<file path="src/rtl/atl_pkg.sv">
// ----------------------------------------------------------------------------
// atl_pkg
// Shared widths, limits, register indexes, the cordic arctangent table and the
// types passed between the tilt angle modules.
// ----------------------------------------------------------------------------
package atl_pkg;

  localparam int IN_W       = 16;
  localparam int OFF_W      = 16;
  localparam int GAIN_W     = 17;
  localparam int OUT_W      = 17;
  localparam int CFG_IDX_W  = 8;
  localparam int CFG_DATA_W = 17;

  localparam logic [CFG_IDX_W-1:0] REG_ANGLE_OFFSET   = CFG_IDX_W'(0);
  localparam logic [CFG_IDX_W-1:0] REG_SMOOTHING_GAIN = CFG_IDX_W'(1);

  localparam logic signed [OFF_W-1:0] OFFSET_RESET = OFF_W'(0);
  localparam logic [GAIN_W-1:0]       GAIN_RESET   = GAIN_W'(3277);
  localparam logic [GAIN_W-1:0]       GAIN_ONE     = GAIN_W'(65536);

  localparam int SQ_W        = 2 * IN_W - 1;
  localparam int SUMSQ_W     = 2 * IN_W;
  localparam int RAD_FRAC_W  = 16;
  localparam int RAD_W       = SUMSQ_W + RAD_FRAC_W;
  localparam int ROOT_W      = RAD_W / 2;
  localparam int REM_W       = ROOT_W + 2;
  localparam int SQRT_CYCLES = ROOT_W / 2;
  localparam int SQRT_CNT_W  = $clog2(SQRT_CYCLES);

  localparam int CORDIC_ITERATIONS = 16;
  localparam int ATAN_LEN          = 24;
  localparam int ATAN_W            = 23;
  localparam int SHIFT_W           = $clog2(ATAN_LEN);
  localparam int XY_W              = 27;
  localparam int Z_W               = 25;
  localparam int Y_SHIFT           = 8;

  localparam int ANG_W        = 16;
  localparam int TGT_W        = 17;
  localparam int ACC_W        = 34;
  localparam int ACC_FRAC_W   = 16;
  localparam int TILT_LIMIT   = 23040;
  localparam int TARGET_LIMIT = 46080;

  // atan(2^-i) in degrees, 16 fraction bits
  localparam logic [ATAN_W-1:0] ATAN_TAB [ATAN_LEN] = '{
    23'd2949120, 23'd1740967, 23'd919879, 23'd466945, 23'd234379, 23'd117304,
    23'd58666,   23'd29335,   23'd14668,  23'd7334,   23'd3667,   23'd1833,
    23'd917,     23'd458,     23'd229,    23'd115,    23'd57,     23'd29,
    23'd14,      23'd7,       23'd4,      23'd2,      23'd1,      23'd0
  };

  typedef struct packed {
    logic                   valid;
    logic signed [XY_W-1:0] x;
    logic signed [XY_W-1:0] y;
    logic signed [Z_W-1:0]  z;
  } atl_cordic_t;

  typedef struct packed {
    logic idle;
    logic done;
  } atl_filt_stat_t;

endpackage

</file>
<file path="src/rtl/atl_cordic_cell.sv">
// ----------------------------------------------------------------------------
// atl_cordic_cell
// One vectoring cordic micro-rotation, registered, handed to the next cell.
// ----------------------------------------------------------------------------
module atl_cordic_cell import atl_pkg::*; (
  input  logic               clk,
  input  logic               rst_n,
  input  logic [SHIFT_W-1:0] shamt,
  input  logic [ATAN_W-1:0]  atan,
  input  atl_cordic_t        cell_in,
  output atl_cordic_t        cell_out
);

  logic                   valid_r;
  logic signed [XY_W-1:0] x_r, y_r;
  logic signed [Z_W-1:0]  z_r;
  logic signed [XY_W-1:0] x_in, y_in, x_sh, y_sh, x_nxt, y_nxt;
  logic signed [Z_W-1:0]  z_in, atan_s, z_nxt;

  always_comb begin
    x_in   = cell_in.x;
    y_in   = cell_in.y;
    z_in   = cell_in.z;
    atan_s = {{(Z_W-ATAN_W){1'b0}}, atan};
    x_sh   = x_in >>> shamt;
    y_sh   = y_in >>> shamt;
    if (y_in[XY_W-1]) begin
      x_nxt = x_in - y_sh;
      y_nxt = y_in + x_sh;
      z_nxt = z_in - atan_s;
    end else begin
      x_nxt = x_in + y_sh;
      y_nxt = y_in - x_sh;
      z_nxt = z_in + atan_s;
    end
  end

  always_ff @(posedge clk) begin
    if (!rst_n) begin
      valid_r <= 1'b0;
    end else begin
      valid_r <= cell_in.valid;
    end
  end

  always_ff @(posedge clk) begin
    if (cell_in.valid) begin
      x_r <= x_nxt;
      y_r <= y_nxt;
      z_r <= z_nxt;
    end
  end

  always_comb begin
    cell_out.valid = valid_r;
    cell_out.x     = x_r;
    cell_out.y     = y_r;
    cell_out.z     = z_r;
  end

endmodule

</file>
<file path="config.mk">
export PLATFORM = sky130hd
export DESIGN_NAME = atl_cordic_cell
export DESIGN_NICKNAME = d
export VERILOG_FILES = /design/src/rtl/atl_pkg.sv /design/src/rtl/atl_cordic_cell.sv
export SDC_FILE = /design/constraint.sdc
export NUM_CORES = 1
export LEC_CHECK = 0
export ABC_AREA = 0
export BUFFER_PORTS_ARGS = -buffer_cell sky130_fd_sc_hd__buf_4
export CORE_MARGIN = 4
export CORE_UTILIZATION = 50
export DETAILED_ROUTE_END_ITERATION = 7
export HOLD_SLACK_MARGIN = 0.1
export PLACE_DENSITY = 0.72
export SLEW_MARGIN = 20
export SYNTH_ARGS = -nofsm -noshare
export SYNTH_HDL_FRONTEND = slang
export SYNTH_SLANG_ARGS = --single-unit
</file>
<file path="constraint.sdc">
create_clock -name clk -period 8.25 [get_ports clk]
set_input_delay 1.65 -clock clk [delete_from_list [all_inputs] [get_ports clk]]
set_output_delay 1.65 -clock clk [all_outputs]
set_load 0.02 [all_outputs]
</file>
Word-level counts from Yosys, hierarchy flattened:

Cells that the tools add are included.

* input bits: 110
* register bits: 80
* word-level logic and storage cells: 15
* output and inout bits: 80

* add/subtract/negate cells: 6
* multiplexer cells: 3
* shifts and indexed selects: 2

Operator list (number)
* 27-bit adder: 2
* 27-bit 2-to-1 mux: 2
* 27-bit by 5-bit >>> shifter with 27-bit output: 2
* 27-bit subtractor: 2
* 25-bit by 24-bit adder with 25-bit output: 1
* 25-bit 2-to-1 mux: 1
* 25-bit by 24-bit subtractor with 25-bit output: 1

Logic depth before layout (Yosys ltp):

Gate-level depths: netlist (run 1).

* depth in word-level cells: 3
* gate-level depth with buffers: 26
* mapped depth without buffers: 21

Least setup slack after synthesis (run 1):

OpenSTA, ideal clock, no wires.

* path type: input -> register
* start point: input port shamt[2]
* end point: register y_r[26], data pin
* stages: 25
* required time: 7.982 ns
* setup time: 0.268 ns
* path slack: 1.326 ns
* arrival: 6.657 ns
* cell sequence: buf_6 -> buf_6 -> buf_6 -> buf_6 -> mux4_2 -> mux4_2 -> nand2_1 -> o21a_1 -> ha_1 -> nand4_1 -> nor4_2 -> nand2_1 -> nor2_1 -> a21oi_1 -> xnor2_1 -> ha_1 -> and3_1 -> and3_1 -> a32oi_1 -> a31oi_1 -> o211ai_1 -> a211oi_1 -> and4_1 -> a2111oi_0 -> xnor3_1

* cells in the longest elaborated chain, start to end: 3
* elaborated cells on any way between the ends: 4
* those cells by class: add/sub (2); shift (1); mux (1)

Ends and longest elaborated chain
* start: declaration: RTL line atl_cordic_cell.sv:8 `input logic [SHIFT_W-1:0] shamt,`
* 27-bit by 5-bit >>> shifter with 27-bit output (*): RTL line atl_cordic_cell.sv:25 `x_sh = x_in >>> shamt;`
* 27-bit subtractor / 27-bit adder (equally long branches): RTL line atl_cordic_cell.sv:33, atl_cordic_cell.sv:29
* 27-bit 2-to-1 mux (*): RTL line atl_cordic_cell.sv:27 `if (y_in[XY_W-1]) begin`
* named net y_nxt[26]: RTL line atl_cordic_cell.sv:17 `logic signed [XY_W-1:0] x_in, y_in, x_sh, y_sh, x_nxt, y_nxt;`
* end signal: assignment: RTL line atl_cordic_cell.sv:49 `y_r <= y_nxt;`
* end: declaration: RTL line atl_cordic_cell.sv:15 `logic signed [XY_W-1:0] x_r, y_r;`

The timed path passes the listed nets; every way through them passes the cells marked *.
A chain may end at the register's enable or synchronous reset.

Worst setup path in the final report (run 1):

Same ends and word-level chain as after synthesis.

==> results of run 1 <==
-- metrics by stage --
step            util  setup slack (ns)  hold slack, ns  cells  power (mW)
2_1_floorplan      -              1.33            1.76   1286        1.48
6_report       0.597             0.793            1.50   1766        2.32
3_3_place_gp   0.583             0.747            1.86   1750        1.86
5_1_grt        0.597             0.335            1.50   1766        2.47
3_5_place_dp   0.583             0.525            1.86   1750        1.88
4_1_cts        0.597             0.875            1.50   1766        2.32
-- placed cells by master, fill, tap and decap left out, types with 12 or more instances in the layout --
master	synthesis	routed
and3_1	18	18
nor2_1	110	110
a21oi_1	103	103
xor2_1	30	30
a31oi_1	14	14
edfxtp_1	79	79
nand2b_1	16	16
o211ai_1	17	17
a211oi_1	13	13
nor3_1	35	35
mux4_2	41	41
and2_1	17	17
buf_4	4	209
o22ai_1	12	12
ha_1	83	83
inv_1	43	43
o21a_1	19	19
xnor2_1	87	87
nand3_1	23	23
mux2_2	22	22
nand2_1	74	74
o21ai_0	51	51
a21o_1	33	33
nor2b_1	20	20
mux2i_1	70	70
-- layout make-up --
type / instances / share of cell area
clock inverters: 5 / 0.00468
flip-flops and latches: 80 / 0.175
inverters: 46 / 0.0127
repair buffers: 211 / 0.117
clock buffers: 11 / 0.0178
well taps: 313 / 0.0287
multi-input cells: 1100 / 0.643
-- critical path, cell delays in order --
cell and delay (ns):
buf_4 0.49, buf_4 0.41, mux4_1 0.40, mux2_2 0.32, a221oi_2 0.38, nand4_1 0.24, nor4_2 0.39, nand2_1 0.10
nor2_1 0.15, a21oi_1 0.11, xnor2_1 0.22, ha_1 0.32, and3_1 0.20, and3_1 0.20, a32oi_1 0.19, a31oi_1 0.16
o211ai_1 0.28, a211oi_1 0.18, and4_1 0.23, a2111oi_0 0.53, xnor3_1 0.40
-- state kept, by name (all words and copies together), names as in the netlist --
| name | count |
|---|---|
| x_r | 27 |
| y_r | 27 |
| z_r | 25 |
| valid_r | 1 |
-- final timing paths --
kind | depth (start not counted) | start | to | slack (ns)
max | 21 | shamt[2] | y_r[26]$_DFFE_PP_ | 0.79
min | 2 | rst_n | valid_r$_SDFF_PN0_ | 1.50
-- layer usage --
layer,vias to the layer above,track usage
met5,-,0
met4,2,0.0791
met3,86,0.0689
met2,625,0.443
met1,5334,0.396
li1,5278,-
-- power by group through the flow --
stage	Combinational [mW]	Clock (mW)	Sequential, mW
floorplan	0.726	0	0.749
global placement	1.24	0	0.621
detailed placement	1.25	0	0.623
CTS	1.26	0.444	0.616
global route	1.38	0.459	0.626
finish	1.28	0.436	0.614
-- kinds of logic (layout without fill, tap and decap cells) --
kind of cell	after synthesis	count (layout)	synth area share
buffers and inverters	106	273	0.0475
AND/OR/NAND/NOR	371	371	0.161
flip-flops	80	80	0.204
AO/OA/AOI/OAI	380	380	0.222
XOR/XNOR	118	118	0.0893
adder cells (fa/ha/maj)	86	86	0.0937
multiplexers	145	145	0.183
==> flow_summary.json, run 1 <==
{
  "peakVddDrop_mv": 0.135,
  "die_w_um": 161,
  "clockBufferDepth": 2,
  "maxSlewViolCount": 0,
  "internal-power_mw": 1.38,
  "hold_class": "input pin to flop",
  "top_layer": "met5",
  "syn-num-nets": 1482,
  "critPathKind": "input pin to flop",
  "ys_types": 99,
  "rsz0062_at_grt": "no",
  "post_cts_buffers": 0,
  "synthFlopType": "edfxtp_1",
  "dp_hpwl_mm": 29.2,
  "worstPathArrival_ns": 7.57,
  "setup_viol": 0,
  "cp.required_ns": 8.37,
  "initialDrtViolationCount": 1420,
  "seqPwrFrac": 0.264,
  "period_minus_slack_ns": 7.46,
  "yosysTopAreaCell": "edfxtp_1",
  "nNetsFinal": 1644,
  "setup-tns-final_ns": 0,
  "wl_met2_mm": 16.6,
  "clockRootBuffer": "clkbuf_16",
  "drive_gt1_frac": 0.219,
  "syn_avg_cell_area_um2": 9.12,
  "cts_resized": 0,
  "coreArea_um2": 22800,
  "synth_area_leaders": "edfxtp_1 (20%), ha_1 (8.9%), mux4_2 (7.9%)",
  "tightest_slew_ns": 0.943,
  "max_freq_ghz": 0.134,
  "cp_max_fo": 54,
  "diodes": 0,
  "port_buffers": 189,
  "clkTransAtPathRegs_ns": 0.08,
  "powerDensity_nw_per_um2": 170,
  "ys_ff_latch": 80,
  "drt_drc_violations_left": 0,
  "status": "complete, no violations",
  "h-tree-depth": 3,
  "p_sw_frac": 0.406,
  "gr-total-overflow": 0,
  "dr.pass1.iters": 5,
  "cp-start-kind": "input pin",
  "tritoncts": "done",
  "fillers": 2036,
  "grt.total_usage": 0.284,
  "grt_max_degree": 81,
  "cts_sinks": 80,
  "pwr-share-comb": 0.549,
  "switching_power_uw": 944,
  "maxSlewHeadroom": 0.370,
  "yosysMostFrequentCell": "nor2_1",
  "synth_top_area_frac": 0.202,
  "avgViaCountPerCell": 6.41,
  "cts_buffers": 9,
  "synth_edf_count": 79,
  "gp_congestion": 0.965,
  "die_h_um": 161,
  "placed_area_um2": 13300,
  "synth.cell_area_um2": 11700,
  "start_util": 0.513,
  "hold_viol": 0,
  "rows": 55,
  "route.layer.met1.wl_mm": 16.1,
  "synthCells": 1286,
  "synth-seq-area-share": 0.204,
  "grt_pass1_wl_mm": 59.7,
  "met3_length_mm": 4.14,
  "yosys_warnings": 0,
  "ff_latch_area_um2": 2390,
  "post-route-period-util": 0.904,
  "cts_hold_buf": 0,
  "drt_wl_total_mm": 38.0,
  "wl_per_cell_um": 21.5,
  "antenna_left": 0,
  "clock_power_share": 0.187,
  "ys_async_sr_fraction": 0,
  "grt_antenna_before_repair": 1,
  "end_kind": "flop",
  "io_pins": 190,
  "vias": 11300,
  "multi_input_area_um2": 8780,
  "p_leak_nw": 5.75,
  "die_area_um2": 26000,
  "netlist_top_cells_count": "nor2_1 (110), a21oi_1 (103), xnor2_1 (87)",
  "synthToLayoutAreaGrowth_pct": 16.3,
  "design_area_um2": 13600,
  "cap_violations": 0,
  "grt_pass1_vias": 10800
}
Power figures use the tool's default switching activity.
==> inputs of run 2 (changes only) <==
ABC_AREA = 1   (was 0)
MAX_ROUTING_LAYER = met4   (was default)
==> flow_summary.json, run 2 <==
{
  "yosys_warnings": 0,
  "post-route-period-util": 0.731,
  "yosysTopAreaCell": "edfxtp_1",
  "drive_gt1_frac": 0.149,
  "ys_types": 46,
  "h-tree-depth": 3,
  "synth-seq-area-share": 0.210,
  "timing.hold.ws_ns": 1.48,
  "start_util": 0.516,
  "worstPathArrival_ns": 6.14,
  "cp_max_fo": 37,
  "worst-path-buf-inv": 4,
  "synthCells": 1788,
  "crit_family": "buffers and inverters",
  "yosysMostFrequentCell": "nand2_1",
  "mostFrequentLayoutCells": "nand2_1 (536), nand3_1 (338), buf_4 (194), nor2_1 (124), inv_1 (121)",
  "grt_antenna_before_repair": 0,
  "die_h_um": 159,
  "route.layer.met1.wl_mm": 16.9,
  "nNetsFinal": 2123,
  "cts_resized": 0,
  "rows": 54,
  "met3_length_mm": 2.95,
  "period_minus_slack_ns": 6.03,
  "cts_hold_buf": 0,
  "setup_viol": 0,
  "hold_class": "input pin to flop",
  "clkTransAtPathRegs_ns": 0.07,
  "crit_path_frequent_cell": "nand2_1",
  "status": "complete, no violations",
  "ys_async_sr_fraction": 0,
  "dr.pass1.iters": 7,
  "clockBufferDepth": 2,
  "initialDrtViolationCount": 1163,
  "cp-start-kind": "input pin",
  "grt_pass1_vias": 11800,
  "cp.required_ns": 8.35,
  "netlist_top_cells_count": "nand2_1 (536), nand3_1 (338), nor2_1 (124)",
  "reg_top3": "x_r (27), y_r (27), z_r (25)",
  "critPathKind": "input pin to flop",
  "wl_per_cell_um": 16.6,
  "setup-tns-final_ns": 0,
  "tightest_slew_ns": 0.995,
  "port_buffers": 189,
  "io_pins": 190,
  "drt_wl_total_mm": 36.7,
  "clockRootBuffer": "clkbuf_16",
  "cap_violations": 0,
  "p_leak_nw": 6.57,
  "grt_pass1_wl_mm": 59.5,
  "synth_edf_count": 79,
  "p_total_mw": 2.37,
  "diodes": 0,
  "avgViaCountPerCell": 5.69,
  "coreArea_um2": 22100,
  "die_w_um": 159,
  "synthFlopType": "edfxtp_1",
  "layout_commonest_cell": "nand2_1",
  "post_cts_buffers": 0,
  "crit_chain": "buf_4 -> inv_1 -> buf_4 -> nand3_1 -> nand2_1 -> nand2_1 -> nand2_1 -> ha_1 -> nand2_1 -> nor2_1 -> nand3_2 -> nor2_2 -> nor2_1 -> o21ai_0 -> ha_1 -> nand2_1 -> inv_1 -> a21oi_1 -> a21boi_0 -> o21ai_0 -> a21oi_1 -> xnor2_1",
  "peakVddDrop_mv": 0.117,
  "top_layer": "met4",
  "vias": 12600,
  "die_area_um2": 25300,
  "final_core_util": 0.597,
  "wl_met2_mm": 15.9,
  "syn-num-nets": 1984,
  "end_kind": "flop",
  "synth_area_leaders": "edfxtp_1 (21%), nand2_1 (18%), nand3_1 (15%)",
  "drt_drc_violations_left": 0,
  "synth_top_area_frac": 0.208,
  "tritoncts": "done",
  "antenna_left": 0,
  "fillers": 2198,
  "cts_sinks": 80,
  "powerDensity_nw_per_um2": 180,
  "grt.total_usage": 0.290,
  "cp_slowest_cell": "inv_1",
  "dp_hpwl_mm": 29.9,
  "ys_ff_latch": 80,
  "gp_congestion": 1.04,
  "cts_buffers": 9,
  "synthToLayoutAreaGrowth_pct": 15.8,
  "max_stage_delay_ns": 0.56,
  "grt_max_degree": 59,
  "max_freq_ghz": 0.166,
  "maxSlewHeadroom": 0.332,
  "gr-total-overflow": 0,
  "maxSlewViolCount": 0,
  "synth.cell_area_um2": 11400,
  "rsz0062_at_grt": "no",
  "hold_viol": 0,
  "syn_avg_cell_area_um2": 6.37
}
-- run 2: cell types whose count changed in the layout (fill, tap and decap cells not counted), moves of 20 or more --
cell     previous run  this run
a21o_1             33         3
inv_1              43       121
mux2_2             22         0
mux2i_1            70         0
mux4_2             41         0
nand2_1            74       536
nand2_2             0        27
nand3_1            23       338
nor2b_1            20         0
nor3_1             35        15
xnor2_1            87        40
xor2_1             30        72
-- run 2: final cells by class --
type,count,area [um2],area share
clock inverters,5,129,0.00977
inverters,137,519,0.0393
well taps,280,350,0.0265
multi-input cells,1505,8120,0.615
clock buffers,11,233,0.0176
repair buffers,194,1460,0.110
flip-flops and latches,80,2390,0.181
-- run 2: report_power, final --
part,internal [mW],switching [mW]
clock,0.329,0.184
sequential,0.591,0.0280
combinational,0.461,0.778
total,1.38,0.990
-- run 2: final timing paths --
| kind | from | to | cells past startpoint | slack, ns |
|---|---|---|---|---|
| min | rst_n | valid_r$_SDFF_PN0_ | 3 | 1.48 |
| max | shamt[3] | x_r[22]$_DFFE_PP_ | 22 | 2.22 |
-- run 2: worst min-delay path, cell delays in order --
cell     delay, ns
buf_4         0.07
nand2_1       0.04
inv_1         0.04
-- run 2: cell families (layout without fill, tap and decap cells) --
family	after synthesis	count (layout)	synth area share
adders and majority gates	86	86	0.0964
AOI/OAI and AO/OA	198	198	0.0964
and+or+nand+nor	1109	1109	0.433
buffers and inverters	203	347	0.0775
xor gates and xnor gates	112	112	0.0861
DFF	80	80	0.210
-- run 2: layer usage --
layer	track usage	vias up
li1	-	6299
met1	0.398	5670
met2	0.440	536
met3	0.0523	71
met4	0.0840	0
met5	-	-
-- run 2: stage by stage --
stage / cells / area (um2) / setup WS (ns)
after floorplan: 1788 / 11400 / 3.25
after global placement: 2196 / 12800 / 1.85
after detailed placement: 2196 / 12800 / 1.78
after CTS: 2212 / 13200 / 2.14
after global routing: 2212 / 13200 / 1.74
final: 2212 / 13200 / 2.22
