--- config.mk ---
export PLATFORM = sky130hd
export DESIGN_NAME = atl_filter
export DESIGN_NICKNAME = d
export VERILOG_FILES = /design/src/rtl/atl_pkg.sv /design/src/rtl/atl_filter.sv
export SDC_FILE = /design/constraint.sdc
export NUM_CORES = 2
export LEC_CHECK = 0
export ABC_CLOCK_PERIOD_IN_PS = 12500
export BUFFER_PORTS_ARGS = -buffer_cell sky130_fd_sc_hd__buf_2
export CAP_MARGIN = 10
export CORE_MARGIN = 10
export CORE_UTILIZATION = 30
export CTS_CLUSTER_SIZE = 40
export DETAILED_ROUTE_END_ITERATION = 12
export PLACE_DENSITY_LB_ADDON = 0.3
export SYNTH_ARGS = -nofsm -noshare
export SYNTH_HDL_FRONTEND = slang
export SYNTH_SLANG_ARGS = --single-unit
--- constraint.sdc ---
create_clock -name clk -period 12.5 [get_ports clk]
set_input_delay 2.5 -clock clk [delete_from_list [all_inputs] [get_ports clk]]
set_output_delay 2.5 -clock clk [all_outputs]
set_load 0.01 [all_outputs]
--- src/rtl/atl_pkg.sv ---
// ----------------------------------------------------------------------------
// atl_pkg
// Shared widths, limits, register indexes, the cordic arctangent table and the
// types passed between the tilt angle modules.
// ----------------------------------------------------------------------------
package atl_pkg;

  localparam int IN_W       = 16;
  localparam int OFF_W      = 16;
  localparam int GAIN_W     = 17;
  localparam int OUT_W      = 17;
  localparam int CFG_IDX_W  = 8;
  localparam int CFG_DATA_W = 17;

  localparam logic [CFG_IDX_W-1:0] REG_ANGLE_OFFSET   = CFG_IDX_W'(0);
  localparam logic [CFG_IDX_W-1:0] REG_SMOOTHING_GAIN = CFG_IDX_W'(1);

  localparam logic signed [OFF_W-1:0] OFFSET_RESET = OFF_W'(0);
  localparam logic [GAIN_W-1:0]       GAIN_RESET   = GAIN_W'(3277);
  localparam logic [GAIN_W-1:0]       GAIN_ONE     = GAIN_W'(65536);

  localparam int SQ_W        = 2 * IN_W - 1;
  localparam int SUMSQ_W     = 2 * IN_W;
  localparam int RAD_FRAC_W  = 16;
  localparam int RAD_W       = SUMSQ_W + RAD_FRAC_W;
  localparam int ROOT_W      = RAD_W / 2;
  localparam int REM_W       = ROOT_W + 2;
  localparam int SQRT_CYCLES = ROOT_W / 2;
  localparam int SQRT_CNT_W  = $clog2(SQRT_CYCLES);

  localparam int CORDIC_ITERATIONS = 16;
  localparam int ATAN_LEN          = 24;
  localparam int ATAN_W            = 23;
  localparam int SHIFT_W           = $clog2(ATAN_LEN);
  localparam int XY_W              = 27;
  localparam int Z_W               = 25;
  localparam int Y_SHIFT           = 8;

  localparam int ANG_W        = 16;
  localparam int TGT_W        = 17;
  localparam int ACC_W        = 34;
  localparam int ACC_FRAC_W   = 16;
  localparam int TILT_LIMIT   = 23040;
  localparam int TARGET_LIMIT = 46080;

  // atan(2^-i) in degrees, 16 fraction bits
  localparam logic [ATAN_W-1:0] ATAN_TAB [ATAN_LEN] = '{
    23'd2949120, 23'd1740967, 23'd919879, 23'd466945, 23'd234379, 23'd117304,
    23'd58666,   23'd29335,   23'd14668,  23'd7334,   23'd3667,   23'd1833,
    23'd917,     23'd458,     23'd229,    23'd115,    23'd57,     23'd29,
    23'd14,      23'd7,       23'd4,      23'd2,      23'd1,      23'd0
  };

  typedef struct packed {
    logic                   valid;
    logic signed [XY_W-1:0] x;
    logic signed [XY_W-1:0] y;
    logic signed [Z_W-1:0]  z;
  } atl_cordic_t;

  typedef struct packed {
    logic idle;
    logic done;
  } atl_filt_stat_t;

endpackage

--- src/rtl/atl_filter.sv ---
// ----------------------------------------------------------------------------
// atl_filter
// Rounds and clamps the cordic angle, applies the offset, runs the low-pass
// update on the accumulator and holds the result in the output register.
// ----------------------------------------------------------------------------
module atl_filter import atl_pkg::*; (
  input  logic                    clk,
  input  logic                    rst_n,
  input  logic                    z_valid,
  input  logic signed [Z_W-1:0]   z_in,
  input  logic                    zero_vec,
  input  logic signed [OFF_W-1:0] angle_offset,
  input  logic [GAIN_W-1:0]       smoothing_gain,
  input  logic                    out_stall,
  output logic                    out_valid,
  output logic signed [OUT_W-1:0] out_filtered_angle,
  output atl_filt_stat_t          stat
);

  localparam int DIFF_W = ACC_W + 1;
  localparam int DH_W   = DIFF_W - GAIN_W;
  localparam int PH_W   = 2 * (GAIN_W + 1);
  localparam int PL_W   = 2 * GAIN_W;
  localparam int SUM_W  = PH_W + GAIN_W;

  typedef enum logic [6:0] {
    S_IDLE   = 7'b0000001,
    S_TARGET = 7'b0000010,
    S_DIFF   = 7'b0000100,
    S_MUL    = 7'b0001000,
    S_SUM    = 7'b0010000,
    S_ACC    = 7'b0100000,
    S_OUT    = 7'b1000000
  } filt_state_t;

  filt_state_t state_r, state_nxt;

  logic signed [ANG_W-1:0]  ang_r, ang_nxt;
  logic signed [TGT_W-1:0]  tgt_r, tgt_nxt;
  logic signed [DIFF_W-1:0] diff_r, diff_nxt;
  logic signed [PH_W-1:0]   ph_r, ph_nxt;
  logic [PL_W-1:0]          pl_r, pl_nxt;
  logic signed [ACC_W-1:0]  delta_r, delta_nxt;
  logic signed [ACC_W-1:0]  acc_r;
  logic                     out_valid_r;
  logic signed [OUT_W-1:0]  out_data_r, out_data_nxt;

  logic signed [Z_W:0]      zsum;
  logic signed [Z_W-8:0]    zsh;
  logic signed [TGT_W-1:0]  tdiff;
  logic [GAIN_W-1:0]        gain_sat;
  logic signed [GAIN_W:0]   gain_s;
  logic signed [DH_W-1:0]   diff_hi;
  logic [GAIN_W-1:0]        diff_lo;
  logic signed [SUM_W-1:0]  psum;
  logic signed [ACC_W:0]    ores;
  logic                     out_free;

  assign out_free = !out_valid_r || !out_stall;

  always_comb begin
    state_nxt = state_r;
    unique case (state_r)
      S_IDLE:   if (z_valid) state_nxt = S_TARGET;
      S_TARGET: state_nxt = S_DIFF;
      S_DIFF:   state_nxt = S_MUL;
      S_MUL:    state_nxt = S_SUM;
      S_SUM:    state_nxt = S_ACC;
      S_ACC:    state_nxt = S_OUT;
      S_OUT:    if (out_free) state_nxt = S_IDLE;
      default:  state_nxt = S_IDLE;
    endcase
  end

  // angle round half up and clamp
  always_comb begin
    zsum = {z_in[Z_W-1], z_in} + (Z_W+1)'(128);
    zsh  = zsum[Z_W:8];
    if (zero_vec) begin
      ang_nxt = '0;
    end else if (zsh > TILT_LIMIT) begin
      ang_nxt = ANG_W'(TILT_LIMIT);
    end else if (zsh < -TILT_LIMIT) begin
      ang_nxt = ANG_W'(-TILT_LIMIT);
    end else begin
      ang_nxt = zsh[ANG_W-1:0];
    end
  end

  // offset and target clamp
  always_comb begin
    tdiff = {ang_r[ANG_W-1], ang_r} - {angle_offset[OFF_W-1], angle_offset};
    if (tdiff > TARGET_LIMIT) begin
      tgt_nxt = TGT_W'(TARGET_LIMIT);
    end else if (tdiff < -TARGET_LIMIT) begin
      tgt_nxt = TGT_W'(-TARGET_LIMIT);
    end else begin
      tgt_nxt = tdiff;
    end
  end

  always_comb begin
    diff_nxt = {{(DIFF_W-TGT_W-ACC_FRAC_W){tgt_r[TGT_W-1]}}, tgt_r, {ACC_FRAC_W{1'b0}}}
               - {acc_r[ACC_W-1], acc_r};
    gain_sat = (smoothing_gain[GAIN_W-1] && (|smoothing_gain[GAIN_W-2:0])) ?
               GAIN_ONE : smoothing_gain;
    gain_s   = {1'b0, gain_sat};
    diff_hi  = diff_r[DIFF_W-1:GAIN_W];
    diff_lo  = diff_r[GAIN_W-1:0];
    ph_nxt   = gain_s * diff_hi;
    pl_nxt   = gain_sat * diff_lo;
    psum     = $signed({ph_r, {GAIN_W{1'b0}}}) + $signed({{(SUM_W-PL_W){1'b0}}, pl_r});
    delta_nxt = psum[ACC_W+ACC_FRAC_W-1:ACC_FRAC_W];
    ores     = {acc_r[ACC_W-1], acc_r} + (ACC_W+1)'(32768);
    out_data_nxt = ores[ACC_FRAC_W+OUT_W-1:ACC_FRAC_W];
  end

  always_ff @(posedge clk) begin
    if (!rst_n) begin
      state_r     <= S_IDLE;
      acc_r       <= '0;
      out_valid_r <= 1'b0;
    end else begin
      state_r <= state_nxt;
      if (state_r == S_ACC) begin
        acc_r <= acc_r + delta_r;
      end
      if (state_r == S_OUT && out_free) begin
        out_valid_r <= 1'b1;
      end else if (!out_stall) begin
        out_valid_r <= 1'b0;
      end
    end
  end

  always_ff @(posedge clk) begin
    if (state_r == S_IDLE && z_valid) begin
      ang_r <= ang_nxt;
    end
    if (state_r == S_TARGET) begin
      tgt_r <= tgt_nxt;
    end
    if (state_r == S_DIFF) begin
      diff_r <= diff_nxt;
    end
    if (state_r == S_MUL) begin
      ph_r <= ph_nxt;
      pl_r <= pl_nxt;
    end
    if (state_r == S_SUM) begin
      delta_r <= delta_nxt;
    end
    if (state_r == S_OUT && out_free) begin
      out_data_r <= out_data_nxt;
    end
  end

  assign out_valid          = out_valid_r;
  assign out_filtered_angle = out_data_r;
  assign stat.idle          = (state_r == S_IDLE);
  assign stat.done          = (state_r == S_OUT) && out_free;

endmodule

# ---- Word-level counts from Yosys, hierarchy flattened
# Index checks and enable logic that the tools add are counted.
dict set report totals {
  ram_bits 0
  inputBits 63
  word_cells 55
  register_bits 228
  rom_bits 0
  latch_bits 0
  output_inout_bits 20
  memories 0
}
dict set report classes {
  bitwise_logic 0
  n_reduce_logical 11
  add_sub_neg 6
  eq_ne 10
  shift 0
  multipliers 2
  n_mux 9
  order_cmp 4
  n_div 0
}
# cell n
set op_table {}
lappend op_table {{$add A50 B35 Y50} 1}
lappend op_table {{$pmux W7 S7} 1}
lappend op_table {{$sub A33 B34 Y35} 1}
lappend op_table {{$add A34 B34 Y34} 1}
lappend op_table {{$mul A17 B17 Y34} 1}
lappend op_table {{$mux W17} 2}
lappend op_table {{$add A33 B17 Y33 const B} 1}
lappend op_table {{$mul A18 B18 Y33} 1}
lappend op_table {{$add A25 B9 Y26 const B} 1}
lappend op_table {{$gt A18 B16 Y1 const B} 1}
lappend op_table {{$lt A18 B16 Y1 const B} 1}
lappend op_table {{$gt A17 B17 Y1 const B} 1}
lappend op_table {{$lt A17 B17 Y1 const B} 1}
lappend op_table {{$sub A16 B16 Y17} 1}
lappend op_table {{$mux W16} 1}
lappend op_table {{$reduce_or A16 Y1} 1}
lappend op_table {{$mux W15} 1}
lappend op_table {{$mux W7} 2}
lappend op_table {{$eq A7 B1 Y1 const B} 1}
lappend op_table {{$eq A7 B2 Y1 const B} 1}
lappend op_table {{$eq A7 B3 Y1 const B} 1}
lappend op_table {{$eq A7 B4 Y1 const B} 1}
lappend op_table {{$eq A7 B5 Y1 const B} 1}
lappend op_table {{$eq A7 B6 Y1 const B} 1}
lappend op_table {{other kinds (10)} 16}

# ---- Longest topological paths before layout
dict set report logic_depth {
  word_depth 4
  ltp_mapped 30
  depth_no_buf 26
}

# ---- Least setup slack after synthesis
# Ideal clock, no wire load.
dict set report synth_timing {
  kind {input-to-reg}
  start {input smoothing_gain[11]}
  end {register pl_r[32], data pin}
  required_ns 12.236
  slack_ns 3.370
  arrival_ns 8.867
  setup_ns 0.264
  path_stages 27
  path_buffers 3
  cell_sequence {nor4_1 -> nand4_1 -> nand2_1 -> clkbuf_1 -> and2_1 -> clkbuf_1 -> clkbuf_1 -> nand2_1 -> fa_1 -> fa_1 -> fa_1 -> inv_1 -> fa_1 -> fa_1 -> inv_1 -> fa_1 -> inv_1 -> ha_1 -> a211oi_1 -> nand2_1 -> a211oi_1 -> a211oi_1 -> o21ai_0 -> a21oi_1 -> or2_2 -> a221oi_1 -> xnor2_1}
}
dict set report synth_between {
  elab_chain_cells 4
}
# item line
set synth_lines {}
lappend synth_lines {{from (decl)} atl_filter.sv:13} ;# input logic [GAIN_W-1:0] smoothing_gain,
lappend synth_lines {{$reduce_or A16 Y1} atl_filter.sv:105} ;# gain_sat = (smoothing_gain[GAIN_W-1] && (|smoothing_gain[GAIN_W-2:0])) ?
lappend synth_lines {{$logic_and A1 B1 Y1} atl_filter.sv:105}
lappend synth_lines {{$mux W17 *} atl_filter.sv:105}
lappend synth_lines {{$mul A17 B17 Y34 *} atl_filter.sv:111} ;# pl_nxt = gain_sat * diff_lo;
lappend synth_lines {{named net pl_nxt[32]} atl_filter.sv:42} ;# logic [PL_W-1:0] pl_r, pl_nxt;
lappend synth_lines {{to (signal assigned)} atl_filter.sv:148} ;# pl_r <= pl_nxt;
lappend synth_lines {{to (decl)} atl_filter.sv:42}
# The timed path passes the listed nets; every way through them passes the cells marked *.
# A chain may end at the register's enable or synchronous reset.

# ---- Worst setup path in the final report
dict set report layout_timing {
  start {input smoothing_gain[9]}
  end {register pl_r[32], data pin}
}
# The elaborated chain is that of the path after synthesis.

==> reports/qor.csv <==
stage;metric;value;unit
timing;Fin. Hold Viols;0;
timing;minimum clock period;10550;ps
grt;vias in the first global route;24900;
layout;multi-input logic area;0.0230;mm2
yosys;post-synthesis sequential area ratio;0.186;
clock_network;clock sink count;212;
worst_setup_path;reg2reg start;diff_r[7];
yosys;count of cell types in the netlist;96;
layout;NumNets Final;4267;
timing;final setup violation count;0;
timing;Worst Tran Pin Value;1020;ps
floorplan;Starting Density;0.303;
worst_setup_path;Critical Path End Type;flop;
placed_design;DP Cell Count;4798;
clock_network;CTS Root Cell;clkbuf_16;
hold_path;number of cells on the worst hold path;0;
floorplan;die span in x;346;um
yosys;ys async rst share;0;
clock_network;worst skew pair latency;520;ps
placed_design;I/O Buffers;75;
timing;max-slew violations;0;
hold_path;HP Start;pl_r[16];
timing;TNS Setup;0;ps
timing;final period utilization;0.844;
grt;first-pass GRT wire length;140;mm
yosys;list of most frequent post-synthesis cells;628 x inv_1, 465 x fa_1, 391 x nand2_1, 307 x ha_1, 194 x and3_1;
worst_setup_path;Critical Path RT;12790;ps
yosys;most frequent cell after synthesis;inv_1;
grt;Total GRT Usage;0.145;
grt;pin count of the biggest net entering global routing;60;
clock_network;CTS HTree Levels;1;
drt;Avg WL per Cell;17.8;um
layout;Fillers;11100;
clock_network;# hold bufs at CTS;0;
drt;vias per cell;4.88;
clock_network;CTS tree;done;
layout;sequential cell area;0.00595;mm2
yosys;post-synth top area share;0.292;
worst_setup_path;CP startpoint kind;input pin;
yosys;top_reg_cell synth;edfxtp_1;
yosys;Synth Area per Inst;9.25;um2
layout;area delta synth->final;8.24;%
yosys;area leader, netlist;fa_1;
drt;Post-Route WL;86.0;mm
placed_design;DP Area;0.0337;mm2
floorplan;num ports;83;
floorplan;core area;0.105;mm2
layout;design area;0.0345;mm2
clock_network;CTS Buf Count;23;
job;Max-Cap Viols;0;
worst_setup_path;cells on worst reg2reg path;22;
hold_path;Hold Path End;delta_r[0];
placed_design;post-detail-place hpwl;65.9;mm
timing;unrepaired setup endpoints after global routing;false;
timing;fmax;0.0948;GHz
timing;Clock Skew;10.8;ps
layout;share of layout cells above drive strength 1;0.0609;
pwr;P_leak;16.4;nW
yosys;Syn Inst Count;3450;
drt;Detail Route Antenna Nets;0;
pwr;VDD IR max;0.0913;mV
grt;initial antenna violation count;4;
clock_network;CTS Buffer Depth;3;
worst_setup_path;Crit Path Category;input pin to flop;
yosys;EDFF count, synth;170;
drt;DR iter-0 viols;1421;
drt;first-pass detailed-route iteration total;6;
clock_network;Post-CTS Setup Bufs;0;
worst_setup_path;r2r endpoint;pl_r[32];
grt;GRT overflow;0;
run_status;status;completed;
yosys;Syn Nets;4285;
hold_path;Hold Path Class;flop to flop;
worst_setup_path;critical path arrival;10840;ps
floorplan;die area;0.120;mm2
yosys;Post-Synthesis Cell Area;0.0319;mm2
floorplan;# rows;119;
worst_setup_path;FF-to-FF setup slack;5160;ps
clock_network;clock-pin slew on the worst setup and hold paths;60;ps
timing;worst rel slew slack;0.319;
floorplan;Chip Height;346;um
layout;Finished Layout Cells;4841;
drt;total number of vias;23600;
yosys;Synthesis Warnings;0;
worst_setup_path;crit path max fanout;59;
yosys;post-synthesis register bit count;212;
drt;DR DRC count;0;
yosys;Area contributors post-synth;fa_1 29%, edfxtp_1 16%, ha_1 12%;
placed_design;RePlAce Congestion;0.849;
clock_network;Post-CTS Resized;0;
pwr;pwr/cell area;108;mW/mm2
worst max-delay path: stages:
cell	delay [ps]
buf_2	270
nor4_1	620
nand4_1	240
nand2_4	440
and2_1	580
buf_4	350
nand2_1	120
fa_1	570
inv_1	60
fa_1	550
fa_1	460
fa_1	550
fa_1	550
inv_1	50
fa_1	520
inv_1	40
ha_1	330
a21oi_1	140
o21ai_0	180
nand3_1	160
nand2_1	110
o21ai_0	320
a21oi_1	160
or2_2	350
a221oi_1	310
xnor2_1	260
kinds of logic (layout without fill, tap and decap cells):
group / count (synthesis) / count (layout) / share of synthesized area
buf+inv: 786 / 783 / 0.0934
mux: 9 / 9 / 0.00282
xor+xnor: 165 / 165 / 0.0453
fa+ha+maj: 772 / 772 / 0.412
other cells: 0 / 3 / 0
flops: 212 / 212 / 0.186
simple gates: 1111 / 1111 / 0.178
compound gates: 395 / 395 / 0.0818
cell type report:
class                           instances  area share
Antenna cell                            3    0.000217
Clock inverter                         14     0.00590
Timing Repair Buffer                  114      0.0193
Tap cell                             1391      0.0504
Sequential cell                       212       0.172
Inverter                              629      0.0683
Multi-Input combinational cell       2452       0.667
Clock buffer                           26      0.0170
worst max-delay path by stage:
stage | endpoint | from | slack, ps | cells past startpoint
finish | pl_r[32] | smoothing_gain[9] | 1950 | 26
global route | pl_r[32] | smoothing_gain[9] | 1430 | 28
CTS | pl_r[32] | smoothing_gain[9] | 1900 | 26
detailed placement | pl_r[32] | smoothing_gain[9] | 1390 | 26
global placement | pl_r[32] | smoothing_gain[9] | 1390 | 26
floorplan | pl_r[32] | smoothing_gain[11] | 3370 | 27
stage by stage:
stage / hold slack (ps) / utilization / total power [mW] / setup WS, ps
2_1_floorplan: 400 / - / 2.47 / 3370
5_1_grt: 466 / 0.328 / 4.12 / 1430
4_1_cts: 464 / 0.328 / 3.80 / 1900
3_3_place_gp: 442 / 0.320 / 3.04 / 1390
3_5_place_dp: 445 / 0.320 / 3.04 / 1390
6_report: 452 / 0.328 / 3.73 / 1950
routing by layer:
layer	GRT usage	vias up	routed length [um]
met2	0.261	515	43000
met4	0.0336	4	2050
met1	0.184	11900	37300
met5	0	-	22
met3	0.0148	122	3610
li1	-	11100	-
cell usage in the layout (no fill, tap or decap), types with 6 or more instances in the layout:
cell / Yosys / routed
o21a_1: 21 / 21
and3_1: 194 / 194
and4_1: 9 / 9
o31ai_1: 11 / 11
nor4_1: 19 / 19
o21ai_0: 68 / 68
nor2_1: 132 / 132
o21bai_1: 9 / 9
nand2_1: 391 / 390
xor2_1: 47 / 47
o21ai_1: 7 / 7
or2_2: 8 / 8
or4_1: 6 / 6
mux2i_1: 9 / 9
clkbuf_16: 0 / 23
nor2b_1: 20 / 14
and2_1: 125 / 125
nor2b_2: 1 / 7
inv_1: 628 / 628
a21o_1: 50 / 50
a211oi_1: 28 / 28
nand4_1: 15 / 15
fa_1: 465 / 465
edfxtp_1: 170 / 170
a21oi_1: 116 / 115
buf_2: 9 / 75
nor3_2: 8 / 8
nand3_1: 52 / 52
nand3b_1: 9 / 9
ha_1: 307 / 307
nand2b_1: 24 / 24
buf_4: 2 / 39
or3_1: 15 / 15
a31oi_1: 17 / 17
nor3_1: 47 / 47
xnor2_1: 118 / 118
nor3b_1: 11 / 8
dfxtp_1: 42 / 42
registers in the layout, indices dropped and copies added (netlist names):
signal	flops
delta_r	34
ph_r	33
diff_r	35
pl_r	18
out_valid	1
out_filtered_angle	17
tgt_r	17
acc_r	34
state_r	7
ang_r	16
report_power, final:
part | internal, mW | switching [mW]
Sequential | 0.862 | 0.00527
Clock | 0.441 | 0.291
Combinational | 0.880 | 1.25
Total | 2.18 | 1.54
(Power assumes the default switching activity.)
